<file path="src/design/pip_pkg.sv">
// shared types and constants for the point-in-polygon crossing block
// no dependencies; imported by pip_ctrl, pip_datapath, the top level and the testbench
package pip_pkg;

   localparam int RAY_WIDTH = 31;
   localparam int unsigned RAY_DEFAULT_UNITS = 1000;

   // partial products issued to the shared multiplier for one edge
   typedef enum logic [2:0] {
      STEP_XG_LO,
      STEP_XG_HI,
      STEP_XZ_LO,
      STEP_XZ_HI,
      STEP_GL_LO,
      STEP_GL_HI
   } mul_step_type;

   typedef enum logic [2:0] {
      ST_IDLE,
      ST_DECIDE,
      ST_LOAD,
      ST_MUL,
      ST_DRAIN,
      ST_CHECK,
      ST_EMIT
   } pip_state_type;

   typedef struct packed {
      logic         ready;
      logic         take;
      logic         load;
      logic         edge_close;
      logic         mul_issue;
      mul_step_type step;
      logic         check;
      logic         emit;
   } pip_cmd_type;

   typedef struct packed {
      logic first;
      logic last;
      logic out_busy;
   } pip_status_type;

endpackage

</file>
<file path="src/design/pip_ctrl.sv">
// sequencer for the point-in-polygon crossing block
// walks each edge through load, multiply passes and check; uses pip_pkg
module pip_ctrl
   import pip_pkg::*;
(
   input  logic           clock,
   input  logic           reset,
   input  logic           req_tvalid,
   input  pip_status_type status,
   output pip_cmd_type    cmd
);

   pip_state_type state_ff, state_in;
   mul_step_type  step_ff, step_in;
   logic          edge_ff, edge_in;

   always_ff @(posedge clock) begin
      if (reset) begin
         state_ff <= ST_IDLE;
         step_ff  <= STEP_XG_LO;
         edge_ff  <= 1'b0;
      end else begin
         state_ff <= state_in;
         step_ff  <= step_in;
         edge_ff  <= edge_in;
      end
   end

   // next state
   always_comb begin
      state_in = state_ff;
      step_in  = step_ff;
      edge_in  = edge_ff;
      unique case (state_ff)
         ST_IDLE: begin
            if (req_tvalid) state_in = ST_DECIDE;
         end
         ST_DECIDE: begin
            if (!status.first) begin
               edge_in  = 1'b0;
               state_in = ST_LOAD;
            end else if (status.last) begin
               edge_in  = 1'b1;
               state_in = ST_LOAD;
            end else begin
               state_in = ST_IDLE;
            end
         end
         ST_LOAD: begin
            step_in  = STEP_XG_LO;
            state_in = ST_MUL;
         end
         ST_MUL: begin
            unique case (step_ff)
               STEP_XG_LO: step_in = STEP_XG_HI;
               STEP_XG_HI: step_in = STEP_XZ_LO;
               STEP_XZ_LO: step_in = STEP_XZ_HI;
               STEP_XZ_HI: step_in = STEP_GL_LO;
               STEP_GL_LO: step_in = STEP_GL_HI;
               STEP_GL_HI: step_in = STEP_XG_LO;
               default:    step_in = STEP_XG_LO;
            endcase
            if (step_ff == STEP_GL_HI) state_in = ST_DRAIN;
         end
         ST_DRAIN: state_in = ST_CHECK;
         ST_CHECK: begin
            if (edge_ff) begin
               state_in = ST_EMIT;
            end else if (status.last) begin
               edge_in  = 1'b1;
               state_in = ST_LOAD;
            end else begin
               state_in = ST_IDLE;
            end
         end
         ST_EMIT: begin
            if (!status.out_busy) state_in = ST_IDLE;
         end
         default: state_in = ST_IDLE;
      endcase
   end

   // outputs
   always_comb begin
      cmd            = '0;
      cmd.edge_close = edge_ff;
      cmd.step       = step_ff;
      unique case (state_ff)
         ST_IDLE: begin
            cmd.ready = 1'b1;
            cmd.take  = req_tvalid;
         end
         ST_LOAD:  cmd.load = 1'b1;
         ST_MUL:   cmd.mul_issue = 1'b1;
         ST_CHECK: cmd.check = 1'b1;
         ST_EMIT:  cmd.emit = !status.out_busy;
         ST_DECIDE, ST_DRAIN: begin
         end
         default: begin
         end
      endcase
   end

   a_take_decide: assert property (@(posedge clock) disable iff (reset)
      cmd.take |=> state_ff == ST_DECIDE)
      else $error("accepted word not followed by decode");

   a_close_last: assert property (@(posedge clock) disable iff (reset)
      (state_ff == ST_LOAD && edge_ff) |-> status.last)
      else $error("closing edge on a non-last vertex");

   a_close_emit: assert property (@(posedge clock) disable iff (reset)
      (state_ff == ST_CHECK && edge_ff) |=> state_ff == ST_EMIT)
      else $error("closing edge check not followed by emit");

   a_mul_drain: assert property (@(posedge clock) disable iff (reset)
      (state_ff == ST_MUL && step_ff == STEP_GL_HI) |=> state_ff == ST_DRAIN)
      else $error("multiply sequence did not end in drain");

endmodule

</file>
<file path="src/design/pip_datapath.sv">
// datapath: held vertices, edge differences, shared half-width multiplier,
// accumulators, parity and result register; uses pip_pkg, driven by pip_ctrl
module pip_datapath
   import pip_pkg::*;
#(
   parameter int                   CW        = 32,
   parameter logic [RAY_WIDTH-1:0] RAY_RESET = 31'd65536000
) (
   input  logic                 clock,
   input  logic                 reset,
   input  pip_cmd_type          cmd,
   output pip_status_type       status,
   input  logic signed [CW-1:0] in_point_x,
   input  logic signed [CW-1:0] in_point_z,
   input  logic signed [CW-1:0] in_vertex_x,
   input  logic signed [CW-1:0] in_vertex_z,
   input  logic                 in_first,
   input  logic                 in_last,
   input  logic                 csr_valid,
   input  logic [RAY_WIDTH-1:0] csr_data,
   input  logic                 rsp_tready,
   output logic                 rsp_valid,
   output logic                 inside_res
);

   localparam int DW1 = CW + 1;
   localparam int OW  = (DW1 > RAY_WIDTH + 1) ? DW1 : RAY_WIDTH + 1;
   localparam int MW  = (OW + 1) / 2;
   localparam int PW  = OW + MW + 1;
   localparam int AW  = 2 * OW + 2;

   // item and polygon state
   logic signed [CW-1:0] pt_x_ff, pt_x_in, pt_z_ff, pt_z_in;
   logic signed [CW-1:0] vt_x_ff, vt_x_in, vt_z_ff, vt_z_in;
   logic signed [CW-1:0] start_x_ff, start_x_in, start_z_ff, start_z_in;
   logic signed [CW-1:0] prev_x_ff, prev_x_in, prev_z_ff, prev_z_in;
   logic                 first_ff, first_in, last_ff, last_in;
   logic                 parity_ff, parity_in;
   logic [RAY_WIDTH-1:0] ray_ff, ray_in;
   logic                 rsp_valid_ff, rsp_valid_in, inside_ff, inside_in;

   // edge terms, sign normalized so the z step is never negative
   logic signed [CW:0]   g0_ff, g0_in, g2n_ff, g2n_in, x0_ff, x0_in, x2n_ff, x2n_in;
   logic signed [PW-1:0] prod_ff, prod_in;
   mul_step_type         tag_ff, tag_in;
   logic                 pv_ff, pv_in;
   logic signed [AW-1:0] acc_n_ff, acc_n_in, acc_l_ff, acc_l_in;

   logic signed [CW-1:0] ax, az, bx, bz;
   logic signed [CW:0]   dz_pos, dz_neg, cz_pos, cz_neg, dx0, dx_g;
   logic signed [OW-1:0] a_op, b_op;
   logic signed [MW:0]   b_chunk;
   logic                 use_hi, tag_hi, tag_sub, tag_l;
   logic signed [AW-1:0] pext, addend;
   logic                 x2_ok, n_ok, toggle;

   always_comb begin
      ax = cmd.edge_close ? vt_x_ff : prev_x_ff;
      az = cmd.edge_close ? vt_z_ff : prev_z_ff;
      bx = cmd.edge_close ? start_x_ff : vt_x_ff;
      bz = cmd.edge_close ? start_z_ff : vt_z_ff;
      dx_g   = DW1'(bx) - DW1'(ax);
      dz_pos = DW1'(bz) - DW1'(az);
      dz_neg = DW1'(az) - DW1'(bz);
      cz_pos = DW1'(pt_z_ff) - DW1'(az);
      cz_neg = DW1'(az) - DW1'(pt_z_ff);
      dx0    = DW1'(pt_x_ff) - DW1'(ax);
   end

   // operand select for the shared multiplier
   always_comb begin
      unique case (cmd.step)
         STEP_XG_LO, STEP_XG_HI: begin
            a_op = OW'(x2n_ff);
            b_op = OW'(g0_ff);
         end
         STEP_XZ_LO, STEP_XZ_HI: begin
            a_op = OW'(x0_ff);
            b_op = OW'(g2n_ff);
         end
         default: begin
            a_op = OW'(g2n_ff);
            b_op = $signed(OW'(ray_ff));
         end
      endcase
      use_hi = (cmd.step == STEP_XG_HI) || (cmd.step == STEP_XZ_HI) ||
               (cmd.step == STEP_GL_HI);
      if (use_hi) b_chunk = (MW + 1)'($signed(b_op[OW-1:MW]));
      else        b_chunk = $signed({1'b0, b_op[MW-1:0]});
      prod_in = a_op * b_chunk;
   end

   // accumulate the registered partial product
   always_comb begin
      tag_hi  = (tag_ff == STEP_XG_HI) || (tag_ff == STEP_XZ_HI) || (tag_ff == STEP_GL_HI);
      tag_sub = (tag_ff == STEP_XZ_LO) || (tag_ff == STEP_XZ_HI);
      tag_l   = (tag_ff == STEP_GL_LO) || (tag_ff == STEP_GL_HI);
      pext    = AW'(prod_ff);
      addend  = tag_hi ? (pext <<< MW) : pext;
   end

   always_comb begin
      x2_ok  = !x2n_ff[CW] && (|x2n_ff) && (x2n_ff < g2n_ff);
      n_ok   = !acc_n_ff[AW-1] && (|acc_n_ff) && (acc_n_ff < acc_l_ff);
      toggle = x2_ok && n_ok;
   end

   always_comb begin
      pt_x_in      = pt_x_ff;
      pt_z_in      = pt_z_ff;
      vt_x_in      = vt_x_ff;
      vt_z_in      = vt_z_ff;
      first_in     = first_ff;
      last_in      = last_ff;
      start_x_in   = start_x_ff;
      start_z_in   = start_z_ff;
      prev_x_in    = prev_x_ff;
      prev_z_in    = prev_z_ff;
      parity_in    = parity_ff;
      ray_in       = csr_valid ? csr_data : ray_ff;
      g0_in        = g0_ff;
      g2n_in       = g2n_ff;
      x0_in        = x0_ff;
      x2n_in       = x2n_ff;
      tag_in       = cmd.step;
      pv_in        = cmd.mul_issue;
      acc_n_in     = acc_n_ff;
      acc_l_in     = acc_l_ff;
      inside_in    = inside_ff;
      rsp_valid_in = rsp_valid_ff && !rsp_tready;

      if (cmd.take) begin
         pt_x_in  = in_point_x;
         pt_z_in  = in_point_z;
         vt_x_in  = in_vertex_x;
         vt_z_in  = in_vertex_z;
         first_in = in_first;
         last_in  = in_last;
         if (in_first) begin
            start_x_in = in_vertex_x;
            start_z_in = in_vertex_z;
            prev_x_in  = in_vertex_x;
            prev_z_in  = in_vertex_z;
            parity_in  = 1'b0;
         end
      end

      if (cmd.load) begin
         g0_in    = dx_g;
         x0_in    = dx0;
         g2n_in   = dz_pos[CW] ? dz_neg : dz_pos;
         x2n_in   = dz_pos[CW] ? cz_neg : cz_pos;
         acc_n_in = '0;
         acc_l_in = '0;
      end else if (pv_ff) begin
         if (tag_l)        acc_l_in = acc_l_ff + addend;
         else if (tag_sub) acc_n_in = acc_n_ff - addend;
         else              acc_n_in = acc_n_ff + addend;
      end

      if (cmd.check) begin
         if (toggle) parity_in = !parity_ff;
         if (!cmd.edge_close) begin
            prev_x_in = vt_x_ff;
            prev_z_in = vt_z_ff;
         end
      end

      if (cmd.emit) begin
         inside_in    = parity_ff;
         parity_in    = 1'b0;
         rsp_valid_in = 1'b1;
      end
   end

   always_ff @(posedge clock) begin
      if (reset) begin
         start_x_ff   <= '0;
         start_z_ff   <= '0;
         prev_x_ff    <= '0;
         prev_z_ff    <= '0;
         parity_ff    <= 1'b0;
         ray_ff       <= RAY_RESET;
         pv_ff        <= 1'b0;
         rsp_valid_ff <= 1'b0;
      end else begin
         start_x_ff   <= start_x_in;
         start_z_ff   <= start_z_in;
         prev_x_ff    <= prev_x_in;
         prev_z_ff    <= prev_z_in;
         parity_ff    <= parity_in;
         ray_ff       <= ray_in;
         pv_ff        <= pv_in;
         rsp_valid_ff <= rsp_valid_in;
      end
   end

   always_ff @(posedge clock) begin
      pt_x_ff   <= pt_x_in;
      pt_z_ff   <= pt_z_in;
      vt_x_ff   <= vt_x_in;
      vt_z_ff   <= vt_z_in;
      first_ff  <= first_in;
      last_ff   <= last_in;
      g0_ff     <= g0_in;
      g2n_ff    <= g2n_in;
      x0_ff     <= x0_in;
      x2n_ff    <= x2n_in;
      prod_ff   <= prod_in;
      tag_ff    <= tag_in;
      acc_n_ff  <= acc_n_in;
      acc_l_ff  <= acc_l_in;
      inside_ff <= inside_in;
   end

   always_comb begin
      status.first    = first_ff;
      status.last     = last_ff;
      status.out_busy = rsp_valid_ff && !rsp_tready;
   end

   assign rsp_valid  = rsp_valid_ff;
   assign inside_res = inside_ff;

endmodule

</file>
<file path="src/design/point_in_polygon_crossing.sv">
// top level of the even-odd point-in-polygon crossing test
// joins pip_ctrl and pip_datapath; uses pip_pkg
//
//  channel | dir | handshake                | payload
//  req_    | in  | req_tvalid / req_tready  | tdata points and vertex, tuser first, tlast last
//  rsp_    | out | rsp_tvalid / rsp_tready  | tdata bit 0 inside_res
//  csr_    | in  | csr_valid / csr_ready    | csr_data ray_length
//
// an item that opens a polygon and is not last is only accepted and decoded; any other
// non-last item is accepted, decoded, loaded, taken through six passes of the shared
// half-width multiplier, drained and checked; a last item adds a closing edge with the
// same steps and an emit step; three products per edge, each in two halves, give the passes.
// reset clears the held vertices, parity and result valid flag and loads the default ray.
// a waiting result stalls only the next emit step; items before that emit are still taken.
module point_in_polygon_crossing
   import pip_pkg::*;
#(
   parameter int COORD_WIDTH = 32,
   parameter int FRAC_BITS   = 16
) (
   input  logic                                     clock,
   input  logic                                     reset,
   input  logic                                     req_tvalid,
   output logic                                     req_tready,
   // point_x, point_z, vertex_x, vertex_z, then zero fill
   input  logic [((4 * COORD_WIDTH + 7) / 8) * 8 - 1:0] req_tdata,
   // first_vertex
   input  logic                                     req_tuser,
   input  logic                                     req_tlast,
   output logic                                     rsp_tvalid,
   input  logic                                     rsp_tready,
   // inside_res, then zero fill
   output logic [7:0]                               rsp_tdata,
   input  logic                                     csr_valid,
   output logic                                     csr_ready,
   input  logic [RAY_WIDTH-1:0]                     csr_data
);

   localparam int CW = COORD_WIDTH;
   localparam logic [63:0] RayFull = 64'(RAY_DEFAULT_UNITS) << FRAC_BITS;
   localparam logic [63:0] RayMax  = (64'd1 << RAY_WIDTH) - 64'd1;
   localparam logic [RAY_WIDTH-1:0] RayReset =
      (RayFull > RayMax) ? RayMax[RAY_WIDTH-1:0] : RayFull[RAY_WIDTH-1:0];

   pip_cmd_type    cmd;
   pip_status_type status;
   logic           inside_res;

   pip_ctrl u_ctrl (
      .clock      (clock),
      .reset      (reset),
      .req_tvalid (req_tvalid),
      .status     (status),
      .cmd        (cmd)
   );

   pip_datapath #(
      .CW        (CW),
      .RAY_RESET (RayReset)
   ) u_datapath (
      .clock       (clock),
      .reset       (reset),
      .cmd         (cmd),
      .status      (status),
      .in_point_x  ($signed(req_tdata[CW-1:0])),
      .in_point_z  ($signed(req_tdata[2*CW-1:CW])),
      .in_vertex_x ($signed(req_tdata[3*CW-1:2*CW])),
      .in_vertex_z ($signed(req_tdata[4*CW-1:3*CW])),
      .in_first    (req_tuser),
      .in_last     (req_tlast),
      .csr_valid   (csr_valid),
      .csr_data    (csr_data),
      .rsp_tready  (rsp_tready),
      .rsp_valid   (rsp_tvalid),
      .inside_res  (inside_res)
   );

   assign req_tready = cmd.ready;
   assign csr_ready  = 1'b1;
   assign rsp_tdata  = {7'b0, inside_res};

endmodule

</file>
<file path="config.mk">
export PLATFORM = sky130hd
export DESIGN_NAME = point_in_polygon_crossing
export DESIGN_NICKNAME = d
export VERILOG_FILES = /design/src/design/pip_pkg.sv /design/src/design/pip_ctrl.sv /design/src/design/pip_datapath.sv /design/src/design/point_in_polygon_crossing.sv
export SDC_FILE = /design/constraint.sdc
export NUM_CORES = 2
export LEC_CHECK = 0
export BUFFER_PORTS_ARGS = -buffer_cell sky130_fd_sc_hd__clkbuf_2
export CAP_MARGIN = 15
export CORE_MARGIN = 1.5
export CORE_UTILIZATION = 65
export DETAILED_ROUTE_END_ITERATION = 10
export GPL_ROUTABILITY_DRIVEN = 0
export PLACE_DENSITY = 0.83
export SLEW_MARGIN = 20
export SYNTH_ARGS = -nofsm -noshare
export SYNTH_HDL_FRONTEND = slang
export SYNTH_SLANG_ARGS = --single-unit
</file>
<file path="constraint.sdc">
create_clock -name clock -period 9.35 [get_ports clock]
set_input_delay 0 -clock clock [delete_from_list [all_inputs] [get_ports clock]]
set_output_delay 0 -clock clock [all_outputs]
set_load 0.01 [all_outputs]
</file>
==> flow_summary.json <==
{
  "run_status": "finished, final reports clean",
  "finalSetupViolCount": 0,
  "synth-seq-area-share_pct": 23.31,
  "layout-drive-gt1-share_pct": 6.406,
  "clk-insertion-delay-late_ns": 0.68,
  "area_delta_synth_final_pct": 9.298,
  "drc_errors": 0,
  "core_um2": 98560,
  "max-cap-violations": 0,
  "syn-cell-area_um2": 64730,
  "cp.arrival_ns": 9.55,
  "synth_ff_type": "dfxtp_1",
  "cts_tree": "done",
  "crit_type": "reg -> reg",
  "yosysTopAreaCellShare_pct": 17.85,
  "hold_class": "in -> reg",
  "finalCritPeriodShare_pct": 95.80,
  "timing.fmax_ghz": 0.1116,
  "max_stage_delay_ns": 0.61,
  "holdWs_ns": 0.03170,
  "synth_area_per_cell_um2": 8.572,
  "synth_edf_count": 263,
  "cp-start-kind": "flop",
  "yosysMostFrequentCell": "nand2_1",
  "synth_area_leaders": "fa_1, edfxtp_1, dfxtp_1",
  "htree_levels": 3,
  "finalSetupTns_ns": 0,
  "fin_util_pct": 71.78,
  "fp.dieArea_um2": 101500,
  "clockRootBuffer": "clkbuf_16",
  "clock_sinks": 622,
  "grt_overflow_total": 0,
  "dp_slack_ns": 0.6697,
  "std_cell_rows": 115,
  "portBuffers": 168,
  "cts_max_path_buffers": 3,
  "crit_fanout": 44,
  "relSlewSlack_pct": 25.61,
  "rsz0062_at_grt": "no",
  "vias": 57870,
  "drt_iter0_drc": 6387,
  "io_pins": 177,
  "postRouteAntennaNets": 0,
  "fp.dieH_um": 318.6,
  "viasPerCell": 6.383,
  "antenna_found_initial": 7,
  "track_usage_pct": 39.51,
  "tightest_slew_ns": 1.116,
  "cts_buffers": 71,
  "period_minus_slack_ns": 8.957,
  "die_w_um": 318.6,
  "critical_path.slowest_cell": "nor2_1",
  "grt_max_degree": 135,
  "cts_setup_buffers": 0,
  "cp.required_ns": 9.94,
  "layout_setup_ws_ns": 0.3931,
  "hold_violations": 0,
  "dp_hpwl_um": 149700,
  "start_util_pct": 65.67,
  "synth_commonest_cells": "nand2_1, inv_1, nor2_1, a21oi_1, fa_1",
  "grt_pass1_wl_um": 314700,
  "nets": 9010,
  "synth_top_cell_by_area": "fa_1",
  "routed_wl_um": 202800,
  "synthArstFlopShare_pct": 0,
  "synth.distinct_cells": 100,
  "synth_warnings": 0,
  "cts.clk_slew.worst_paths_ns": 0.07,
  "drv_slew": 0,
  "cp-end-kind": "flop",
  "ys_ff_latch": 622,
  "finClkSkew_ns": 0.03621,
  "syn-instance-count": 7551,
  "grt_pass1_vias": 57270,
  "fillers": 7040,
  "wl_per_cell_um": 22.36,
  "drt_pass1_iterations": 9
}
what timing repair did:
item,4_1_cts,5_1_grt
gates resized for setup,0,0
hold buffers,169,0
setup endpoints to repair,0,0
endpoints found under the hold margin,308,0
stage by stage:
| stage | area, µm² | cells |
|---|---|---|
| after global placement | 66620 | 8763 |
| after global routing | 70740 | 9065 |
| final | 70740 | 9067 |
| after floorplan | 64750 | 7557 |
| after detailed placement | 66620 | 8763 |
| after CTS | 70720 | 9061 |
cell type report:
| type | count | area (µm²) | share of cell area (%) |
|---|---|---|---|
| Timing Repair Buffer | 426 | 3216 | 4.545 |
| Antenna cell | 6 | 15.01 | 0.02122 |
| Inverter | 950 | 3573 | 5.051 |
| Sequential cell | 622 | 15100 | 21.34 |
| Clock buffer | 101 | 2107 | 2.978 |
| Multi-Input combinational cell | 5647 | 44820 | 63.35 |
| Clock inverter | 28 | 307.8 | 0.4351 |
| Tap cell | 1287 | 1610 | 2.276 |
sequential cells by signal, indices dropped and copies added (netlist names), 32 cells and up:
name and flops:
u_datapath.start_z_ff 32, u_datapath.pt_z_ff 32, u_datapath.pt_x_ff 32, u_datapath.acc_n_ff 68, u_datapath.g0_ff 33, u_datapath.prev_z_ff 32
u_datapath.x0_ff 33, u_datapath.g2n_ff 33, u_datapath.prev_x_ff 32, u_datapath.vt_x_ff 32, u_datapath.acc_l_ff 68, u_datapath.start_x_ff 32
u_datapath.vt_z_ff 32, u_datapath.x2n_ff 33, u_datapath.prod_ff 51
logic make-up after synthesis:
logic type	Yosys count	share of synthesized area, %
compound gates	1673	16.61
xor+xnor	341	4.614
fa+ha+maj	1126	28.46
buf+inv	1288	7.636
flops	622	23.31
mux	272	4.318
other cells	2	0.01160
simple gates	2227	15.05
worst max-delay path: cells and delay by family, from the launching register on:
kind,cells,cell delay [ns]
simple gates,7,1.75
compound gates,9,2.57
buf+inv,6,0.49
xor+xnor,1,0.14
fa+ha+maj,7,3.29
flops,1,0.60
routing by layer:
metal | track usage [%] | part of all wire (%) | wire (µm) | vias up
li1 | - | - | - | 25770
met1 | 46.49 | 36 | 72180 | 27410
met2 | 62.67 | 44 | 89750 | 3713
met3 | 10.38 | 11 | 22800 | 983
met4 | 28.60 | 8.9 | 18030 | 2
met5 | 0 | 0.0039 | 8 | -
cell usage in the layout, fill, tap and decap left out, drive strengths merged, types with 90 or more instances in the layout:
master	n
xnor2	235
a21oi	594
edfxtp	263
nand2	1011
xor2	106
mux2i	226
inv	957
dlygate4sd3	169
fa	577
dfxtp	359
ha	549
o21ai	294
clkbuf	268
buf	90
nor3	90
a21o	235
nor2	623
worst paths after layout:
check / endpoint / cells past startpoint / slack (ns) / from
worst min register to register: u_datapath.start_x_ff[29] / 2 / 0.45 / u_datapath.start_x_ff[29]
worst min-delay path: u_datapath.pt_z_ff[5] / 2 / 0.03 / req_tdata[37]
worst max register to register: u_datapath.prod_ff[49] / 30 / 0.39 / u_ctrl.step_ff[2]
worst max-delay path: u_datapath.prod_ff[49] / 30 / 0.39 / u_ctrl.step_ff[2]
Power is left out: the tool's default activity adds up to more than one toggle a clock period on the data nets, which glitch-free logic cannot reach.
